$ cat config.mk
export PLATFORM = sky130hd
export DESIGN_NAME = lobm_ctrl
export DESIGN_NICKNAME = d
export VERILOG_FILES = /design/src/rtl/core/lobm_pkg.sv /design/src/rtl/core/lobm_ctrl.sv
export SDC_FILE = /design/constraint.sdc
export NUM_CORES = 1
export LEC_CHECK = 0
export BUFFER_PORTS_ARGS = -buffer_cell sky130_fd_sc_hd__buf_2
export CAP_MARGIN = 10
export CORE_MARGIN = 5
export CORE_UTILIZATION = 33
export DETAILED_ROUTE_END_ITERATION = 16
export GPL_ROUTABILITY_DRIVEN = 1
export PLACE_DENSITY = 0.68
export SETUP_SLACK_MARGIN = 0.2
export SYNTH_ARGS = -nofsm -noshare
export SYNTH_HDL_FRONTEND = slang
export SYNTH_SLANG_ARGS = --single-unit
export TNS_END_PERCENT = 30
$ cat constraint.sdc
create_clock -name clock -period 1.8 [get_ports clock]
set_input_delay 0.09 -clock clock [delete_from_list [all_inputs] [get_ports clock]]
set_output_delay 0.09 -clock clock [all_outputs]
set_load 0.01 [all_outputs]
$ cat src/rtl/core/lobm_pkg.sv
// Shared types, codes and sizes of the limit order book matcher.
package lobm_pkg;

   localparam int PRICE_LEVELS = 1024;
   localparam int ORDER_SLOTS  = 64;
   localparam int LVL_W        = $clog2(PRICE_LEVELS);
   localparam int ID_W         = $clog2(ORDER_SLOTS);
   localparam logic [ID_W-1:0] ID_LIMIT = ID_W'(ORDER_SLOTS - 1);

   localparam logic [1:0] CMD_LIMIT  = 2'd0;
   localparam logic [1:0] CMD_MARKET = 2'd1;
   localparam logic [1:0] CMD_CANCEL = 2'd2;

   localparam logic [1:0] KIND_FILL   = 2'd0;
   localparam logic [1:0] KIND_ACCEPT = 2'd1;
   localparam logic [1:0] KIND_CANCEL = 2'd2;
   localparam logic [1:0] KIND_REJECT = 2'd3;

   typedef enum logic [3:0] {
      OP_NONE,
      OP_CLEAR,
      OP_LOAD,
      OP_DECIDE,
      OP_HEAD_RD,
      OP_HEAD_TAKE,
      OP_SLOT_CHK,
      OP_SLOT_USE,
      OP_SCAN_STEP,
      OP_PLACE,
      OP_LINK,
      OP_EMIT_INIT,
      OP_FILL_RD,
      OP_FILL_NEXT
   } op_type;

   typedef struct packed {
      op_type op;
      logic   show_final;
   } dp_cmd_type;

   typedef struct packed {
      logic clear_last;
      logic order_ok;
      logic walk_go;
      logic id_zero;
      logic slot_less;
      logic new_head_zero;
      logic scan_end;
      logic scan_hit;
      logic done;
      logic have_fills;
      logic fill_last;
   } dp_status_type;

endpackage

$ cat src/rtl/core/lobm_ctrl.sv
// Sequencer of the order book matcher: steps the datapath through each item.
module lobm_ctrl import lobm_pkg::*; (
   input  logic          clock,
   input  logic          reset,
   input  logic          req_valid,
   output logic          req_stall,
   output logic          rsp_valid,
   input  logic          rsp_stall,
   output dp_cmd_type    cmd,
   input  dp_status_type sts
);

   typedef enum logic [3:0] {
      S_CLEAR, S_IDLE, S_DECIDE, S_LCHK, S_HRD, S_HTAKE, S_SCHK, S_SUSE,
      S_SCAN, S_SCANW, S_PLACE, S_LINK, S_EMIT, S_FRD, S_FOUT, S_LAST
   } state_type;

   state_type state_ff, state_in;

   always_comb begin
      state_in       = state_ff;
      cmd.op         = OP_NONE;
      cmd.show_final = 1'b0;
      case (state_ff)
         S_CLEAR: begin
            cmd.op = OP_CLEAR;
            if (sts.clear_last) state_in = S_IDLE;
         end
         S_IDLE: begin
            if (req_valid) begin
               cmd.op   = OP_LOAD;
               state_in = S_DECIDE;
            end
         end
         S_DECIDE: begin
            cmd.op   = OP_DECIDE;
            state_in = sts.order_ok ? S_LCHK : S_LAST;
         end
         S_LCHK: begin
            state_in = sts.walk_go ? S_HRD : S_PLACE;
         end
         S_HRD: begin
            cmd.op   = OP_HEAD_RD;
            state_in = S_HTAKE;
         end
         S_HTAKE: begin
            cmd.op   = OP_HEAD_TAKE;
            state_in = S_SCHK;
         end
         S_SCHK: begin
            cmd.op   = OP_SLOT_CHK;
            state_in = sts.id_zero ? S_SCAN : S_SUSE;
         end
         S_SUSE: begin
            cmd.op = OP_SLOT_USE;
            if (sts.slot_less)          state_in = S_SCHK;
            else if (sts.new_head_zero) state_in = S_SCAN;
            else                        state_in = S_LCHK;
         end
         S_SCAN: begin
            cmd.op   = OP_SCAN_STEP;
            state_in = sts.scan_end ? S_LCHK : S_SCANW;
         end
         S_SCANW: begin
            state_in = sts.scan_hit ? S_LCHK : S_SCAN;
         end
         S_PLACE: begin
            cmd.op   = OP_PLACE;
            state_in = sts.done ? S_EMIT : S_LINK;
         end
         S_LINK: begin
            cmd.op   = OP_LINK;
            state_in = S_EMIT;
         end
         S_EMIT: begin
            cmd.op   = OP_EMIT_INIT;
            state_in = sts.have_fills ? S_FRD : S_LAST;
         end
         S_FRD: begin
            cmd.op   = OP_FILL_RD;
            state_in = S_FOUT;
         end
         S_FOUT: begin
            if (!rsp_stall) begin
               cmd.op   = OP_FILL_NEXT;
               state_in = sts.fill_last ? S_LAST : S_FRD;
            end
         end
         S_LAST: begin
            cmd.show_final = 1'b1;
            if (!rsp_stall) state_in = S_IDLE;
         end
         default: state_in = S_IDLE;
      endcase
   end

   assign req_stall = (state_ff != S_IDLE);
   assign rsp_valid = (state_ff == S_FOUT) || (state_ff == S_LAST);

   always_ff @(posedge clock) begin
      if (reset) begin
         state_ff <= S_CLEAR;
      end else begin
         state_ff <= state_in;
      end
   end

endmodule

==> results.ini, run 1 <==
[outcome]
status = finished clean

[logic_synthesis]
netlist_instances = 97
synth_top_cell_by_area = dfxtp_1
syn_nets = 112
yosys-top-cells-area = dfxtp_1 (13%), nor2_1 (7.7%), nand2_1 (7.1%)
synth_edf_count = 0
synth_top_cell_area_share_pct = 12.6
yosys_warnings = 0
ys.flop_type = dfxtp_1
ys_types = 38
yosysSeqAreaShare_pct = 12.6
syn-cell-area_um2 = 633
synth_seq_cells = 4
synthArstFlopShare_pct = 0
avgSynthCellArea_um2 = 6.53

[placement]
gp_congestion = 0.873
dp_hpwl_um = 1390
io_buffers = 21
place_ws_ns = 0.222

[clocking]
clock_latency_ns = 0.23
cts_tree = yes
clock_path_buffers = 2
cts-root-buf = clkbuf_4
cts.clk_slew.worst_paths_ns = 0.04
cts.htree.levels = 1
numCtsBuffers = 3
hold_buffers = 0
clkSinkCount = 4

[timing]
rsz0062_at_grt = yes
post-route-period-util_pct = 84.0
tightest_slew_ns = 0.368
slew_viol_final = 0
setup_viol = 0
setup_ws_ns = 0.287
maxClockFrequency_mhz = 661
skew_ns = 0.00134
final_hold_viol_count = 0
fin_setup_tns_ns = 0
fin_crit_ns = 1.51
slew_headroom_pct = 74.9

[final_layout]
largest_reg_flops = 4
fin_util_pct = 45.8
area_delta_synth_final_pct = 28.9
layout-drive-gt1-share_pct = 33.6
reg_top3 = state_ff x4
nFillCells = 190
top_register = state_ff
nNetsFinal = 139
diodes = 0

[drt]
vias_per_cell = 5.45
num_vias = 801
antenna_left = 0
totalWireLength_um = 1930
drtPass1Iterations = 4
drt_first_iter_violations = 23
wl_per_cell_um = 13.1
drc = 0

[setup_path]
critPathLaunch = state_ff[0]
rrSetupSlack_ns = 0.29
reg2reg_depth = 6
r2r-start = state_ff[3]
worstPathRequired_ns = 1.71
cp_max_fo = 21
endpoint_kind = primary output
r2r-end = state_ff[1]
startpoint_type = flop
cp.arrival_ns = 1.42
critPathKind = flop to primary output
endpoint = cmd[2]

[global_route]
overflow = 0
grt_pass1_wl_um = 2900
grt_pass1_vias = 709
antenna_found_initial = 0
grt_usage_pct = 13.1
grt_max_degree = 22

[die]
coreArea_mm2 = 0.00178
pin_count = 22
rows = 15
die_y_um = 53.8
initial_core_util_pct = 35.5
die_w_um = 53.8
die_area_mm2 = 0.00289

[power_and_ir_drop]
power.internal_uw = 235
p_total_uw = 371
p_sw_share_pct = 36.6
vdd_ir_drop_max_uv = 284
clkPwrFrac_pct = 30.0
powerDensity_mw_per_mm2 = 454
p_switching_uw = 136
sequentialPowerShare_pct = 25.9
pwr-share-comb_pct = 44.1
p_leak_uw = 0.000353

[min_path]
holdCritPathClass = primary input to flop
hp-start = reset

[job]
maxCapViolCount = 0

==> worst max-delay path, cell delays in order, from the launching register on <==
cell	delay, ns
dfxtp_1	0.30
buf_4	0.24
nand2_1	0.14
nor3b_2	0.17
a211oi_1	0.07
a21oi_1	0.12
buf_2	0.15
==> cells by family (layout without fill, tap and decap cells) <==
logic type	count (synthesis)	in the layout	synth area share (%)
xor gates and xnor gates	1	1	1.38
AOI/OAI and AO/OA	36	36	37.7
DFF	4	4	12.6
and+or+nand+nor	44	44	35.2
buffers and inverters	12	37	13.0
==> metrics by stage <==
step,cells,cell area [um^2],hold slack [ns]
2_1_floorplan,97,633,0.163
3_3_place_gp,140,748,0.305
3_5_place_dp,140,748,0.307
4_1_cts,143,773,0.0624
5_1_grt,147,816,0.0718
6_report,147,816,0.0863
==> power groups by stage <==
stage	Combinational (uW)	Clock, uW	Sequential [uW]
global placement	156	0	99.4
floorplan	116	0	98.3
CTS	160	113	98.5
detailed placement	159	0	99.7
finish	163	111	96.0
global route	181	123	96.8
==> synth_stat cells (3+ instances only) <==
| cell type | number |
|---|---|
| nor2_1 | 13 |
| nand2_1 | 12 |
| a21oi_1 | 8 |
| o21ai_0 | 7 |
| buf_2 | 5 |
| a211oi_1 | 4 |
| dfxtp_1 | 4 |
| buf_6 | 3 |
==> repair_timing <==
action / 4_1_cts / 5_1_grt
setup buffers: 0 / 4
gates resized for setup: 2 / 4
setup endpoints to repair: 3 / 4
pin swaps: 0 / 1
==> worst min path at each step <==
stage	end	slack (ns)	depth (start not counted)
global route	state_ff[0]	0.07	2
finish	state_ff[0]	0.09	2
CTS	state_ff[0]	0.06	2
global placement	state_ff[0]	0.31	2
floorplan	state_ff[0]	0.16	1
detailed placement	state_ff[0]	0.31	2
==> layout by cell type, fill, tap and decap left out, types with 2 or more instances in the layout <==
master | Yosys | routed
buf_4 | 1 | 10
nand3_1 | 2 | 2
a21boi_1 | 2 | 2
o31ai_1 | 2 | 2
inv_1 | 2 | 2
buf_2 | 5 | 21
dfxtp_1 | 4 | 2
nand2b_1 | 2 | 2
o22ai_1 | 2 | 2
and2b_1 | 2 | 2
and3_1 | 2 | 2
a211oi_1 | 4 | 4
nor2_1 | 13 | 13
o21ai_0 | 7 | 7
a21oi_1 | 8 | 8
nor3b_2 | 1 | 2
a31oi_1 | 2 | 2
nand2_1 | 12 | 12
clkbuf_4 | 0 | 3
dfxtp_4 | 0 | 2
==> metal layers <==
metal	global-route usage, %	vias to the layer above	part of all wire (%)
li1	-	402	-
met1	17.4	354	44
met2	21.0	39	45
met3	2.49	6	8.6
met4	4.26	0	2.3
met5	0	-	0
==> cell type report <==
cell class	instances	area [um^2]	area share [%]
clock buffers	3	22.5	2.76
inverters	3	16.3	1.99
multi-input cells	81	478	58.6
flip-flops and latches	4	87.6	10.7
well taps	25	31.3	3.83
repair buffers	31	180	22.1
No activity file was read; power rests on OpenSTA's default activity.
==> inputs of run 2 (changes only) <==
==> constraint.sdc (replaced) <==
create_clock -name clock -period 1.6 [get_ports clock]
set_input_delay 0.08 -clock clock [delete_from_list [all_inputs] [get_ports clock]]
set_output_delay 0.08 -clock clock [all_outputs]
set_load 0.01 [all_outputs]
==> results.ini, run 2 (synthesis results as in run 1) <==
[outcome]
status = finished clean

[timing]
setup_viol = 0
fin_crit_ns = 1.45
rsz0062_at_grt = yes
tightest_slew_ns = 0.311
slew_headroom_pct = 79.1
post-route-period-util_pct = 90.7
maxClockFrequency_mhz = 689
skew_ns = 0.00484
fin_setup_tns_ns = 0
slew_viol_final = 0
final_hold_viol_count = 0

[final_layout]
top_register = state_ff
area_delta_synth_final_pct = 43.5
reg_top3 = state_ff x4
nNetsFinal = 143
mostFrequentLayoutCells = buf_2 (21), nor2_1 (12), buf_4 (12)
diodes = 0
layout-drive-gt1-share_pct = 42.9
nFillCells = 180
final_common_cell = buf_2
largest_reg_flops = 4

[clocking]
hold_buffers = 0
cts.clk_slew.worst_paths_ns = 0.04
cts_tree = yes
numCtsBuffers = 3
cts-root-buf = clkbuf_4
clock_path_buffers = 2
clock_latency_ns = 0.23
cts.htree.levels = 1
clkSinkCount = 4

[placement]
io_buffers = 21
gp_congestion = 0.889
dp_hpwl_um = 1440

[global_route]
grt_pass1_vias = 697
overflow = 0
grt_usage_pct = 13.8
grt_pass1_wl_um = 3010
antenna_found_initial = 0
grt_max_degree = 14

[power_and_ir_drop]
clkPwrFrac_pct = 26.1
sequentialPowerShare_pct = 22.8
p_switching_uw = 167
power.internal_uw = 318
p_total_uw = 485
p_sw_share_pct = 34.4
vdd_ir_drop_max_uv = 361
pwr-share-comb_pct = 51.1
p_leak_uw = 0.000395
powerDensity_mw_per_mm2 = 534

[drt]
totalWireLength_um = 1970
wl_per_cell_um = 13.1
drtPass1Iterations = 4
antenna_left = 0
num_vias = 824
vias_per_cell = 5.46
drc = 0
drt_first_iter_violations = 23

[die]
die_y_um = 53.8
coreArea_mm2 = 0.00178
initial_core_util_pct = 35.5
pin_count = 22
die_area_mm2 = 0.00289
die_w_um = 53.8
rows = 15

[setup_path]
cp.arrival_ns = 1.55
startpoint_type = flop
worstPathRequired_ns = 1.70
cp_max_fo = 11
rrSetupSlack_ns = 0.15
r2r-start = state_ff[0]
cp_slowest_cell = dfxtp_2
r2r-end = state_ff[0]
critPathKind = flop to flop
reg2reg_depth = 6
endpoint_kind = flop
cpPeakStageDelay_ns = 0.32
crit_chain = buf_12, and2b_1, a32oi_1, nor2_1, a211oi_2, a211oi_1

[min_path]
holdPathStages = 2
min_to = state_ff[0]
hp-start = reset
holdCritPathClass = primary input to flop

[job]
maxCapViolCount = 0

==> run 2: power groups by stage <==
stage                     clock network [uW]  logic [uW]  registers, uW
final                                    126         248            111
after detailed placement                   0         191            113
after global placement                     0         189            113
after CTS                                128         235            112
after global routing                     131         269            111
after floorplan                            0         131            111
==> run 2: routing by layer <==
layer / global-route usage, % / share of wire (%) / up-vias / wire, um
met4: 3.40 / 0 / 0 / 0
met1: 17.5 / 44 / 373 / 871
met3: 2.77 / 8.8 / 0 / 173
li1: - / - / 412 / -
met5: 0 / 0 / - / 0
met2: 23.6 / 47 / 39 / 928
==> run 2: final cells by class <==
class,count,area (um^2),share of cell area (%)
tap,25,31.3,3.44
inverter,3,16.3,1.79
multi-input combinational,81,500,55.1
clock buffer,3,22.5,2.48
timing repair buffer,35,248,27.3
sequential,4,90.1,9.92
==> run 2: worst max-delay path by stage <==
stage | startpoint | endpoint | slack [ns] | cells after the start
6_report | state_ff[0] | state_ff[0] | 0.15 | 6
5_1_grt | state_ff[0] | cmd[4] | 0.15 | 5
4_1_cts | state_ff[0] | cmd[2] | 0.19 | 6
3_5_place_dp | state_ff[1] | state_ff[0] | 0.03 | 5
3_3_place_gp | state_ff[1] | state_ff[0] | 0.07 | 5
2_1_floorplan | state_ff[0] | state_ff[1] | 0.35 | 6
==> run 2: through the flow <==
step / hold WS, ns / cell area (um^2) / worst slack (ns) / util (%) / cells
floorplan: 0.153 / 633 / 0.351 / - / 97
CTS: 0.0449 / 872 / 0.192 / 48.9 / 148
finish: 0.0571 / 908 / 0.149 / 50.9 / 151
detailed placement: 0.293 / 791 / 0.0327 / 44.4 / 144
global placement: 0.291 / 791 / 0.0661 / 44.4 / 144
global route: 0.0882 / 908 / 0.145 / 50.9 / 151
==> run 2: critical path: cells and delay by family, from the launching register on <==
kind	cells	cell delay (ns)
buffers and inverters	1	0.14
AND/OR/NAND/NOR	2	0.28
flip-flops	1	0.32
AO/OA/AOI/OAI	3	0.58
==> run 2: timing repair <==
action,4_1_cts,5_1_grt
pin swaps,0,2
buffers inserted,0,3
cloned,1,0
endpoints found under the setup margin,8,8
resized for setup,11,6
